===== src/design/sbcf_pkg.sv =====
// Shared constants, types and helpers for the stack backtrace code filter.
package sbcf_pkg;

   localparam int DEF_MAX_ENTRIES = 16;
   localparam int DEF_SCAN_WORDS  = 128;

   localparam int WORD_W  = 32;
   localparam int INDEX_W = 4;
   localparam int CSR_W   = 2;

   localparam logic [WORD_W-1:0] RST_CODE_BASE = 32'h0800_0000;
   localparam logic [WORD_W-1:0] RST_CODE_END  = 32'h0810_0000;
   localparam logic [WORD_W-1:0] RST_RAM_BASE  = 32'h2000_0000;
   localparam logic [WORD_W-1:0] RST_RAM_END   = 32'h2002_0000;

   localparam logic [CSR_W-1:0] CSR_CODE_BASE = 2'd0;
   localparam logic [CSR_W-1:0] CSR_CODE_END  = 2'd1;
   localparam logic [CSR_W-1:0] CSR_RAM_BASE  = 2'd2;
   localparam logic [CSR_W-1:0] CSR_RAM_END   = 2'd3;

   localparam logic REQ_START = 1'b0;
   localparam logic REQ_WORD  = 1'b1;

   typedef struct packed {
      logic load;    // latch the accepted transaction
      logic eval;    // evaluate it and commit list state
      logic show1;   // present the second result
   } ctrl_cmd_type;

   typedef struct packed {
      logic [1:0] eval_count;  // results the item in evaluation produces
      logic [1:0] held_count;  // results held for delivery
   } dp_status_type;

   function automatic logic is_code(input logic [WORD_W-1:0] v,
                                    input logic [WORD_W-1:0] base,
                                    input logic [WORD_W-1:0] lim);
      return (v >= base) && (v < lim) && v[0];
   endfunction

endpackage


===== src/design/sbcf_req_if.sv =====
// Request channel: backtrace start or one stack word.
interface sbcf_req_if import sbcf_pkg::*; ();
   logic              valid;
   logic              ready;
   logic              req_type;
   logic [WORD_W-1:0] fault_pc;
   logic [WORD_W-1:0] link_value;
   logic [WORD_W-1:0] stack_pointer;
   logic [WORD_W-1:0] stack_word;

   modport source (output valid, req_type, fault_pc, link_value, stack_pointer, stack_word,
                   input ready);
   modport sink   (input valid, req_type, fault_pc, link_value, stack_pointer, stack_word,
                   output ready);
endinterface


===== src/design/sbcf_rsp_if.sv =====
// Response channel: one appended call-list entry.
interface sbcf_rsp_if import sbcf_pkg::*; ();
   logic               valid;
   logic               ready;
   logic [WORD_W-1:0]  entry_address;
   logic [INDEX_W-1:0] entry_index;
   logic               last_of_item;
   logic               list_full;

   modport source (output valid, entry_address, entry_index, last_of_item, list_full,
                   input ready);
   modport sink   (input valid, entry_address, entry_index, last_of_item, list_full,
                   output ready);
endinterface


===== src/design/sbcf_ctrl.sv =====
// Sequencing state machine for the backtrace code filter.
module sbcf_ctrl import sbcf_pkg::*; (
   input  logic          clock,
   input  logic          reset,
   input  logic          req_valid,
   output logic          req_ready,
   output logic          rsp_valid,
   input  logic          rsp_ready,
   input  dp_status_type status,
   output ctrl_cmd_type  cmd
);

   localparam logic [1:0] ST_IDLE = 2'd0;
   localparam logic [1:0] ST_EVAL = 2'd1;
   localparam logic [1:0] ST_OUT0 = 2'd2;
   localparam logic [1:0] ST_OUT1 = 2'd3;

   logic [1:0] state_ff;
   logic [1:0] state_in;

   always_comb begin
      state_in = state_ff;
      case (state_ff)
         ST_IDLE: begin
            if (req_valid) state_in = ST_EVAL;
         end
         ST_EVAL: begin
            state_in = (status.eval_count == 2'd0) ? ST_IDLE : ST_OUT0;
         end
         ST_OUT0: begin
            if (rsp_ready) state_in = (status.held_count == 2'd2) ? ST_OUT1 : ST_IDLE;
         end
         ST_OUT1: begin
            if (rsp_ready) state_in = ST_IDLE;
         end
         default: state_in = ST_IDLE;
      endcase
   end

   always_ff @(posedge clock) begin
      if (reset) begin
         state_ff <= ST_IDLE;
      end else begin
         state_ff <= state_in;
      end
   end

   assign req_ready = (state_ff == ST_IDLE);
   assign rsp_valid = (state_ff == ST_OUT0) || (state_ff == ST_OUT1);
   assign cmd.load  = req_ready && req_valid;
   assign cmd.eval  = (state_ff == ST_EVAL);
   assign cmd.show1 = (state_ff == ST_OUT1);

endmodule


===== src/design/sbcf_datapath.sv =====
// Item registers, call list, dedup compare, scan bookkeeping and result registers.
module sbcf_datapath import sbcf_pkg::*; #(
   parameter int MAX_ENTRIES = DEF_MAX_ENTRIES,
   parameter int SCAN_WORDS  = DEF_SCAN_WORDS
) (
   input  logic               clock,
   input  logic               reset,
   input  logic               csr_write_enable,
   input  logic [CSR_W-1:0]   csr_index,
   input  logic [WORD_W-1:0]  csr_data,
   input  logic               in_type,
   input  logic [WORD_W-1:0]  in_pc,
   input  logic [WORD_W-1:0]  in_lr,
   input  logic [WORD_W-1:0]  in_sp,
   input  logic [WORD_W-1:0]  in_word,
   input  ctrl_cmd_type       cmd,
   output dp_status_type      status,
   output logic [WORD_W-1:0]  out_address,
   output logic [INDEX_W-1:0] out_index,
   output logic               out_last,
   output logic               out_full
);

   localparam int CW         = $clog2(MAX_ENTRIES + 1);
   localparam int IW         = $clog2(MAX_ENTRIES);
   localparam int SW         = $clog2(SCAN_WORDS + 1);
   localparam int SPAN_BYTES = 4 * SCAN_WORDS;

   // configuration
   logic [WORD_W-1:0] code_base_ff, code_end_ff, ram_base_ff, ram_end_ff;

   // latched transaction
   logic              type_ff;
   logic [WORD_W-1:0] pc_ff, lr_ff, sp_ff, word_ff;

   // list state
   logic [WORD_W-1:0] list_ff [MAX_ENTRIES];
   logic [CW-1:0]     count_ff;
   logic [SW-1:0]     seen_ff;
   logic              scan_en_ff;

   // results
   logic [WORD_W-1:0] res0_addr_ff, res1_addr_ff;
   logic [IW-1:0]     res0_slot_ff, res1_slot_ff;
   logic [1:0]        res_count_ff;

   logic              pc_code, lr_code, word_code, dup, word_ok, word_app, scan_ok;
   logic [WORD_W:0]   span_end;
   logic [1:0]        res_count_in;
   logic [WORD_W-1:0] res0_addr_in;
   logic [IW-1:0]     res0_slot_in;
   logic [IW-1:0]     sel_slot;

   always_ff @(posedge clock) begin
      if (reset) begin
         code_base_ff <= RST_CODE_BASE;
         code_end_ff  <= RST_CODE_END;
         ram_base_ff  <= RST_RAM_BASE;
         ram_end_ff   <= RST_RAM_END;
      end else if (csr_write_enable) begin
         case (csr_index)
            CSR_CODE_BASE: code_base_ff <= csr_data;
            CSR_CODE_END:  code_end_ff  <= csr_data;
            CSR_RAM_BASE:  ram_base_ff  <= csr_data;
            CSR_RAM_END:   ram_end_ff   <= csr_data;
            default: ;
         endcase
      end
   end

   always_ff @(posedge clock) begin
      if (cmd.load) begin
         type_ff <= in_type;
         pc_ff   <= in_pc;
         lr_ff   <= in_lr;
         sp_ff   <= in_sp;
         word_ff <= in_word;
      end
   end

   assign pc_code   = is_code(pc_ff, code_base_ff, code_end_ff);
   assign lr_code   = is_code(lr_ff, code_base_ff, code_end_ff);
   assign word_code = is_code(word_ff, code_base_ff, code_end_ff);

   // compare the word against every filled slot at once
   always_comb begin
      dup = 1'b0;
      for (int j = 0; j < MAX_ENTRIES; j++) begin
         if ((CW'(j) < count_ff) && (list_ff[IW'(j)] == word_ff)) dup = 1'b1;
      end
   end

   assign word_ok  = scan_en_ff && (seen_ff < SW'(SCAN_WORDS)) &&
                     (count_ff < CW'(MAX_ENTRIES));
   assign word_app = word_ok && word_code && !dup;

   assign span_end = {1'b0, sp_ff} + (WORD_W+1)'(SPAN_BYTES);
   assign scan_ok  = (sp_ff >= ram_base_ff) && (sp_ff < ram_end_ff) &&
                     (span_end <= {1'b0, ram_end_ff});

   always_comb begin
      if (type_ff == REQ_START) begin
         res_count_in = {1'b0, pc_code} + {1'b0, lr_code};
         res0_addr_in = pc_code ? pc_ff : lr_ff;
         res0_slot_in = '0;
      end else begin
         res_count_in = {1'b0, word_app};
         res0_addr_in = word_ff;
         res0_slot_in = count_ff[IW-1:0];
      end
   end

   assign status.eval_count = res_count_in;
   assign status.held_count = res_count_ff;

   always_ff @(posedge clock) begin
      if (reset) begin
         count_ff     <= '0;
         seen_ff      <= '0;
         scan_en_ff   <= 1'b0;
         res_count_ff <= '0;
      end else if (cmd.eval) begin
         res_count_ff <= res_count_in;
         if (type_ff == REQ_START) begin
            count_ff   <= CW'(res_count_in);
            seen_ff    <= '0;
            scan_en_ff <= scan_ok;
         end else if (word_ok) begin
            seen_ff <= seen_ff + SW'(1);
            if (word_app) count_ff <= count_ff + CW'(1);
         end
      end
   end

   always_ff @(posedge clock) begin
      if (cmd.eval) begin
         res0_addr_ff <= res0_addr_in;
         res0_slot_ff <= res0_slot_in;
         res1_addr_ff <= lr_ff;
         res1_slot_ff <= IW'(1);
      end
   end

   // list write: start fills up to the first two slots, a new word goes to the next free slot
   always_ff @(posedge clock) begin
      if (cmd.eval) begin
         for (int j = 0; j < MAX_ENTRIES; j++) begin
            if (type_ff == REQ_START) begin
               if (j == 0 && (pc_code || lr_code)) list_ff[IW'(j)] <= res0_addr_in;
               if (j == 1 && pc_code && lr_code)   list_ff[IW'(j)] <= lr_ff;
            end else if (word_app && (count_ff == CW'(j))) begin
               list_ff[IW'(j)] <= word_ff;
            end
         end
      end
   end

   assign sel_slot    = cmd.show1 ? res1_slot_ff : res0_slot_ff;
   assign out_address = cmd.show1 ? res1_addr_ff : res0_addr_ff;
   assign out_index   = INDEX_W'(sel_slot);
   assign out_last    = cmd.show1 || (res_count_ff == 2'd1);
   assign out_full    = (sel_slot == IW'(MAX_ENTRIES - 1));

endmodule


===== src/design/stack_backtrace_code_filter.sv =====
// Top level of the stack backtrace code filter: controller plus datapath.
//
//  channel   direction  handshake       carries
//  req_chan  in         valid / ready   req_type, fault_pc, link_value, stack_pointer, stack_word
//  rsp_chan  out        valid / ready   entry_address, entry_index, last_of_item, list_full
//  csr_*     in         write enable    register index, 32-bit write data
//
// Each transaction is taken, then evaluated, then its results are handed out in turn
// while rsp_chan.ready is high: an item with no result hands out none, and a start that
// lists both pc and lr hands out two. The evaluate step does the window compares and the
// parallel duplicate check against every filled slot.
// Reset is synchronous and active high; it restores the register defaults and empties the
// list. A stalled response holds its payload and no new request is taken until it drains.
module stack_backtrace_code_filter import sbcf_pkg::*; #(
   parameter int MAX_ENTRIES = DEF_MAX_ENTRIES,
   parameter int SCAN_WORDS  = DEF_SCAN_WORDS
) (
   input  logic              clock,
   input  logic              reset,
   sbcf_req_if.sink          req_chan,
   sbcf_rsp_if.source        rsp_chan,
   input  logic              csr_write_enable,
   input  logic [CSR_W-1:0]  csr_index,
   input  logic [WORD_W-1:0] csr_data
);

   ctrl_cmd_type  cmd;
   dp_status_type status;

   // sequence each transaction: take, evaluate, hand out results
   sbcf_ctrl u_ctrl (
      .clock     (clock),
      .reset     (reset),
      .req_valid (req_chan.valid),
      .req_ready (req_chan.ready),
      .rsp_valid (rsp_chan.valid),
      .rsp_ready (rsp_chan.ready),
      .status    (status),
      .cmd       (cmd)
   );

   // hold the list, filter addresses and drive the response payload
   sbcf_datapath #(
      .MAX_ENTRIES (MAX_ENTRIES),
      .SCAN_WORDS  (SCAN_WORDS)
   ) u_datapath (
      .clock            (clock),
      .reset            (reset),
      .csr_write_enable (csr_write_enable),
      .csr_index        (csr_index),
      .csr_data         (csr_data),
      .in_type          (req_chan.req_type),
      .in_pc            (req_chan.fault_pc),
      .in_lr            (req_chan.link_value),
      .in_sp            (req_chan.stack_pointer),
      .in_word          (req_chan.stack_word),
      .cmd              (cmd),
      .status           (status),
      .out_address      (rsp_chan.entry_address),
      .out_index        (rsp_chan.entry_index),
      .out_last         (rsp_chan.last_of_item),
      .out_full         (rsp_chan.list_full)
   );

endmodule


===== src/flat_wrapper.sv =====
// flat-port wrapper written by rule: the top's interface ports become plain ports
module stack_backtrace_code_filter_flat import sbcf_pkg::*;
#(
   parameter int MAX_ENTRIES = DEF_MAX_ENTRIES,
   parameter int SCAN_WORDS  = DEF_SCAN_WORDS
)
  (clock, reset, csr_write_enable, csr_index, csr_data, req_chan_valid, req_chan_req_type, req_chan_fault_pc, req_chan_link_value, req_chan_stack_pointer, req_chan_stack_word, req_chan_ready, rsp_chan_valid, rsp_chan_entry_address, rsp_chan_entry_index, rsp_chan_last_of_item, rsp_chan_list_full, rsp_chan_ready);
  sbcf_req_if req_chan_i ();
  sbcf_rsp_if rsp_chan_i ();
  input  logic clock;
  input  logic reset;
  input  logic csr_write_enable;
  input  logic [CSR_W-1:0] csr_index;
  input  logic [WORD_W-1:0] csr_data;
  input wire logic [$bits(req_chan_i.valid)-1:0] req_chan_valid;
  input wire logic [$bits(req_chan_i.req_type)-1:0] req_chan_req_type;
  input wire logic [$bits(req_chan_i.fault_pc)-1:0] req_chan_fault_pc;
  input wire logic [$bits(req_chan_i.link_value)-1:0] req_chan_link_value;
  input wire logic [$bits(req_chan_i.stack_pointer)-1:0] req_chan_stack_pointer;
  input wire logic [$bits(req_chan_i.stack_word)-1:0] req_chan_stack_word;
  output wire logic [$bits(req_chan_i.ready)-1:0] req_chan_ready;
  output wire logic [$bits(rsp_chan_i.valid)-1:0] rsp_chan_valid;
  output wire logic [$bits(rsp_chan_i.entry_address)-1:0] rsp_chan_entry_address;
  output wire logic [$bits(rsp_chan_i.entry_index)-1:0] rsp_chan_entry_index;
  output wire logic [$bits(rsp_chan_i.last_of_item)-1:0] rsp_chan_last_of_item;
  output wire logic [$bits(rsp_chan_i.list_full)-1:0] rsp_chan_list_full;
  input wire logic [$bits(rsp_chan_i.ready)-1:0] rsp_chan_ready;
  assign req_chan_i.valid = req_chan_valid;
  assign req_chan_i.req_type = req_chan_req_type;
  assign req_chan_i.fault_pc = req_chan_fault_pc;
  assign req_chan_i.link_value = req_chan_link_value;
  assign req_chan_i.stack_pointer = req_chan_stack_pointer;
  assign req_chan_i.stack_word = req_chan_stack_word;
  assign req_chan_ready = req_chan_i.ready;
  assign rsp_chan_valid = rsp_chan_i.valid;
  assign rsp_chan_entry_address = rsp_chan_i.entry_address;
  assign rsp_chan_entry_index = rsp_chan_i.entry_index;
  assign rsp_chan_last_of_item = rsp_chan_i.last_of_item;
  assign rsp_chan_list_full = rsp_chan_i.list_full;
  assign rsp_chan_i.ready = rsp_chan_ready;
  stack_backtrace_code_filter #(.MAX_ENTRIES(MAX_ENTRIES), .SCAN_WORDS(SCAN_WORDS)) u_core (.clock(clock), .reset(reset), .req_chan(req_chan_i), .rsp_chan(rsp_chan_i), .csr_write_enable(csr_write_enable), .csr_index(csr_index), .csr_data(csr_data));
endmodule

===== config.mk =====
export PLATFORM = sky130hd
export DESIGN_NAME = stack_backtrace_code_filter_flat
export DESIGN_NICKNAME = d
export VERILOG_FILES = /design/src/design/sbcf_pkg.sv /design/src/design/sbcf_req_if.sv /design/src/design/sbcf_rsp_if.sv /design/src/design/sbcf_ctrl.sv /design/src/design/sbcf_datapath.sv /design/src/design/stack_backtrace_code_filter.sv /design/src/flat_wrapper.sv
export SDC_FILE = /design/constraint.sdc
export NUM_CORES = 2
export LEC_CHECK = 0
export ABC_CLOCK_PERIOD_IN_PS = 10900
export BUFFER_PORTS_ARGS = -buffer_cell sky130_fd_sc_hd__clkbuf_2
export CAP_MARGIN = 20
export CORE_ASPECT_RATIO = 0.75
export CORE_MARGIN = 2
export CORE_UTILIZATION = 55
export CTS_CLUSTER_DIAMETER = 50
export CTS_CLUSTER_SIZE = 16
export DETAILED_ROUTE_END_ITERATION = 10
export PLACE_DENSITY_LB_ADDON = 0.3
export SLEW_MARGIN = 20
export SYNTH_ARGS = -nofsm -noshare
export SYNTH_HDL_FRONTEND = slang
export SYNTH_SLANG_ARGS = --single-unit

===== constraint.sdc =====
create_clock -name clock -period 10.9 [get_ports clock]
set_input_delay 1.09 -clock clock [delete_from_list [all_inputs] [get_ports clock]]
set_output_delay 1.09 -clock clock [all_outputs]
set_load 0.03 [all_outputs]

==> flow_summary.rst <==
.. list-table::
   :header-rows: 1

   * - Metric
     - Value
   * - Count of placed standard cells including taps
     - about 4400
   * - Fin crit share
     - 0.4917
   * - Post-Route Utilization
     - 0.6133
   * - Drt pass-1 iters
     - 6
   * - Unrepaired setup endpoints after global routing
     - false
   * - Root buffer cell
     - sky130_fd_sc_hd__clkbuf_16
   * - Number of buffers and inverters on the critical path
     - 2
   * - Clock insertion delay at the later pin of the skew report
     - 650 ps
   * - Number of nets produced by synthesis
     - 3751
   * - Number of clock sinks
     - around 860
   * - Number of inserted filler cells in the final layout
     - a little under 6000
   * - Asr flop ratio synth
     - 0
   * - End point of the critical path
     - u_core.u_datapath.list_ff[0][63]$_DFFE_PP_
   * - Leakage component of the power
     - between 15 and 20 nW
   * - Worst reg2reg path endpoint
     - u_core.u_datapath.list_ff[0][63]$_DFFE_PP_
   * - Vias
     - approximately 27000
   * - Number of buffers created by CTS
     - between 70 and 80
   * - Post-layout worst setup margin
     - approximately 5500 ps
   * - Vertical extent of the die
     - roughly 240 um
   * - Global Route Usage Sum
     - 0.2810
   * - Startpoint type of the worst setup path
     - register
   * - Status
     - finished, final reports clean
   * - Actual transition at the worst max-transition pin
     - around 1200 ps
   * - Startpoint of the worst register-to-register path
     - u_core.u_datapath.word_ff[29]$_DFFE_PP_
   * - Ordered cell list for the critical path
     - buf_4 -> ha_1 -> a21o_1 -> a21o_1 -> a2111oi_4 -> o31a_1 -> o311ai_1 -> nor4_1 -> nand4_1 -> or3_2 -> nand2_1 -> buf_4
   * - Worst min path class
     - reg -> reg
   * - Routability congestion estimate from global placement
     - 0.9520
   * - Largest net degree at the start of global routing
     - 96
   * - Portion of the post-synthesis area used by sequential elements
     - 0.5821
   * - Area of all sequential standard cells
     - ~0.024 sq mm
   * - Number of global-route vias before repair
     - approximately 25000
   * - Count of placed standard cells in the final layout, fillers left out
     - approximately 4500
   * - Chip width
     - ~320 um
   * - Category of the worst setup path capture point
     - register
   * - Clock-pin slew on the worst setup and hold paths
     - 70 ps
   * - Highest achievable clock rate
     - 186.6 MHz
   * - Post-detailed-route count of antenna-violating nets
     - 0
   * - Mapped Cells
     - between 3000 and 4000
   * - DRC violation count after routing
     - 0
   * - Count of nets after finishing
     - 3957
   * - Average footprint of a synthesized cell
     - between 10 and 15 sq um
   * - Vias per std cell
     - 5.914
   * - Routed length per placed instance
     - ~24 um
   * - Remaining Overflow, GRT
     - 0
   * - Cell taking the most area after synthesis
     - sky130_fd_sc_hd__edfxtp_1
   * - Fraction of final layout cells with drive strength greater than 1
     - 0.1339
   * - Slack of the worst reg-to-reg path
     - 5540 ps
   * - Count of cell types in the netlist
     - 70
   * - Drt first-iter violations
     - slightly below 3000
   * - I/O pin total
     - between 200 and 250
   * - Synthesis warning total
     - 0
   * - Post-CTS resize count
     - 0
   * - Area added between synthesis and finish
     - 10.58%
   * - Ys flop type
     - sky130_fd_sc_hd__edfxtp_1
   * - Number of H-tree branching levels
     - 3
   * - Finish-stage setup viols
     - 0
   * - Peak supply drop
     - 130.7 uV
   * - Synth top area share
     - 0.5118
   * - Dpl cell area
     - between 0.04 and 0.05 sq mm
   * - Worst path top cell family by delay
     - simple AND/OR/NAND/NOR gates
   * - Accumulated negative setup slack
     - 0 ps
   * - Aggregate routed wire length
     - approximately 110000 um
   * - Critical Path Stages
     - 12
   * - Multi-input gate area
     - 0.01610 sq mm
   * - Endpoint arrival time on the critical path
     - roughly 5700 ps
   * - Maximum clock skew at final layout
     - roughly 28 ps
   * - Clock period minus worst slack
     - 5359 ps
   * - Start point of the critical path
     - u_core.u_datapath.word_ff[29]$_DFFE_PP_
   * - Largest fanout of any net on the critical path
     - 33
   * - CP Data Required Time
     - 11210 ps
   * - Count of buffers added by post-CTS timing repair for setup
     - 0
   * - Final HPWL from detailed placement
     - around 73000 um
   * - Max-cap check violation count
     - 0
   * - Worst slack at placement
     - about 5500 ps
   * - Longest individual stage delay on the worst path
     - a little under 900 ps
   * - Initial antenna violation count
     - 5
   * - DIE AREA
     - 0.07787 sq mm
   * - Cell Area, Synth
     - between 0.04 and 0.05 sq mm
   * - Final standard cell area without fillers
     - roughly 0.046 sq mm
   * - Register bit count reported by yosys
     - between 800 and 900
   * - Slew margin rel.
     - 0.1919
   * - Power density over the cells
     - around 150 mW/mm^2
   * - First-pass GRT wire length
     - around 160000 um
   * - Slowest cell on the critical path
     - sky130_fd_sc_hd__or3_2
   * - Hold_buf cts
     - 0
   * - Synth area leaders
     - sky130_fd_sc_hd__edfxtp_1, sky130_fd_sc_hd__ha_1, sky130_fd_sc_hd__xor2_1
   * - Number of cells on the worst reg-to-reg path
     - 12
   * - Max clock buf depth
     - 3
   * - Core Region
     - around 0.075 sq mm
   * - Type of the worst setup path
     - reg -> reg
   * - Number of endpoints with negative hold slack in the final report
     - 0
   * - Clock tree from TritonCTS
     - yes
   * - Number of port buffers
     - 207
   * - Final max-slew violation count
     - 0
   * - Initial core utilization
     - 0.5546
   * - Number of synthesized flops with an enable pin
     - 709
   * - Core Rows
     - 87
==> area by class of cell <==
type                            count  area share
Sequential cell                   855      0.5264
Antenna cell                        2   0.0001088
Clock buffer                       92     0.04145
Multi-Input combinational cell   2151      0.3499
Timing Repair Buffer              278     0.03444
Inverter                          148     0.01210
Clock inverter                     32    0.008976
Tap cell                          979     0.02663
==> sequential cells by signal (all words and copies together), names as in the netlist <==
register and count:
u_core.u_ctrl.state_ff 2, u_core.u_datapath.code_base_ff 32, u_core.u_datapath.code_end_ff 32, u_core.u_datapath.count_ff 5
u_core.u_datapath.list_ff 512, u_core.u_datapath.lr_ff 32, u_core.u_datapath.pc_ff 32, u_core.u_datapath.ram_base_ff 32
u_core.u_datapath.ram_end_ff 32, u_core.u_datapath.res0_addr_ff 32, u_core.u_datapath.res0_slot_ff 4, u_core.u_datapath.res1_addr_ff 32
u_core.u_datapath.res_count_ff 2, u_core.u_datapath.scan_en_ff 1, u_core.u_datapath.seen_ff 8, u_core.u_datapath.sp_ff 32
u_core.u_datapath.type_ff 1, u_core.u_datapath.word_ff 32
==> worst reg2reg max path, stage by stage, from the launching register on <==
cell                        delay [ps]
sky130_fd_sc_hd__edfxtp_1          670
sky130_fd_sc_hd__buf_4             500
sky130_fd_sc_hd__ha_1              380
sky130_fd_sc_hd__a21o_1            160
sky130_fd_sc_hd__a21o_1            200
sky130_fd_sc_hd__a2111oi_4         410
sky130_fd_sc_hd__o31a_1            220
sky130_fd_sc_hd__o311ai_1          120
sky130_fd_sc_hd__nor4_1            440
sky130_fd_sc_hd__nand4_1           180
sky130_fd_sc_hd__or3_2             890
sky130_fd_sc_hd__nand2_1           440
sky130_fd_sc_hd__buf_4             410
==> how the worst min path moves through the flow <==
stage                                                                 end  depth (start not counted)  slack (ps)                                             from
after CTS                 u_core.u_datapath.code_base_ff[31]$_SDFFE_PP0P_                          2         450  u_core.u_datapath.code_base_ff[31]$_SDFFE_PP0P_
after global placement      u_core.u_datapath.ram_end_ff[28]$_SDFFE_PP0P_                          2         440    u_core.u_datapath.ram_end_ff[28]$_SDFFE_PP0P_
after global routing      u_core.u_datapath.code_base_ff[21]$_SDFFE_PP0P_                          2         470  u_core.u_datapath.code_base_ff[21]$_SDFFE_PP0P_
after detailed placement    u_core.u_datapath.ram_end_ff[22]$_SDFFE_PP0P_                          2         450    u_core.u_datapath.ram_end_ff[22]$_SDFFE_PP0P_
after floorplan           u_core.u_datapath.code_base_ff[10]$_SDFFE_PP0P_                          2         440  u_core.u_datapath.code_base_ff[10]$_SDFFE_PP0P_
final                       u_core.u_datapath.ram_base_ff[2]$_SDFFE_PP0P_                          2         450    u_core.u_datapath.ram_base_ff[2]$_SDFFE_PP0P_
==> cell families (layout without fill, tap and decap cells) <==
group | Yosys count | in the layout | synth area share
AO/OA/AOI/OAI | 472 | 472 | 0.06822
XOR/XNOR | 539 | 539 | 0.1135
adder cells (fa/ha/maj) | 283 | 283 | 0.08512
buffers and inverters | 294 | 550 | 0.03375
flip-flops | 855 | 855 | 0.5821
multiplexers | 95 | 95 | 0.02728
other | 0 | 2 | 0
AND/OR/NAND/NOR | 762 | 762 | 0.09006
==> cell usage after synthesis, types with 11 or more instances <==
master and n:
sky130_fd_sc_hd__mux2_2 35, sky130_fd_sc_hd__dfxtp_1 146, sky130_fd_sc_hd__ha_1 283, sky130_fd_sc_hd__nand2_1 306, sky130_fd_sc_hd__o21ai_0 48, sky130_fd_sc_hd__clkbuf_1 67, sky130_fd_sc_hd__mux2i_1 32, sky130_fd_sc_hd__xnor2_1 185
sky130_fd_sc_hd__buf_4 57, sky130_fd_sc_hd__nor2_1 93, sky130_fd_sc_hd__o211ai_1 14, sky130_fd_sc_hd__a21oi_1 259, sky130_fd_sc_hd__nand2b_1 19, sky130_fd_sc_hd__xor2_1 354, sky130_fd_sc_hd__mux2_4 28, sky130_fd_sc_hd__nand3_1 44
sky130_fd_sc_hd__nor2b_1 20, sky130_fd_sc_hd__nor4_1 102, sky130_fd_sc_hd__edfxtp_1 709, sky130_fd_sc_hd__inv_1 148, sky130_fd_sc_hd__nor3_1 21, sky130_fd_sc_hd__and3_1 11, sky130_fd_sc_hd__a21o_1 75, sky130_fd_sc_hd__nand4_1 106
sky130_fd_sc_hd__buf_2 12
==> layout by cell type (no fill, tap or decap), types with 75 or more instances in the layout <==
cell type	netlist	routed
sky130_fd_sc_hd__nor4_1	102	98
sky130_fd_sc_hd__a21o_1	75	75
sky130_fd_sc_hd__clkbuf_2	0	206
sky130_fd_sc_hd__nand2_1	306	305
sky130_fd_sc_hd__nand4_1	106	106
sky130_fd_sc_hd__inv_1	148	146
sky130_fd_sc_hd__a21oi_1	259	259
sky130_fd_sc_hd__xor2_1	354	354
sky130_fd_sc_hd__nor2_1	93	91
sky130_fd_sc_hd__edfxtp_1	709	709
sky130_fd_sc_hd__dfxtp_1	146	146
sky130_fd_sc_hd__xnor2_1	185	185
sky130_fd_sc_hd__ha_1	283	283
==> where the power goes <==
part	switching, W	internal [W]	total (W)
logic	0.000481	0.000264	0.000745
clock network	0.00120	0.00142	0.00263
registers	0.0000686	0.00362	0.00369
total	0.00175	0.00531	0.00706
==> metal layers <==
layer,up-vias,global-route usage,part of all wire
li1,12380,-,-
met1,13140,0.4287,0.45
met2,1149,0.3899,0.41
met3,166,0.08903,0.11
met4,2,0.06226,0.021
met5,-,0,0.00012
==> stage by stage <==
step / power [W] / hold WS [ps]
after floorplan: 0.004214 / 436.3
after global placement: 0.004465 / 442.0
after detailed placement: 0.004483 / 446.3
after CTS: 0.007080 / 454.4
after global routing: 0.007296 / 467.4
final: 0.007062 / 454.9
No activity file was read; power rests on OpenSTA's default activity.
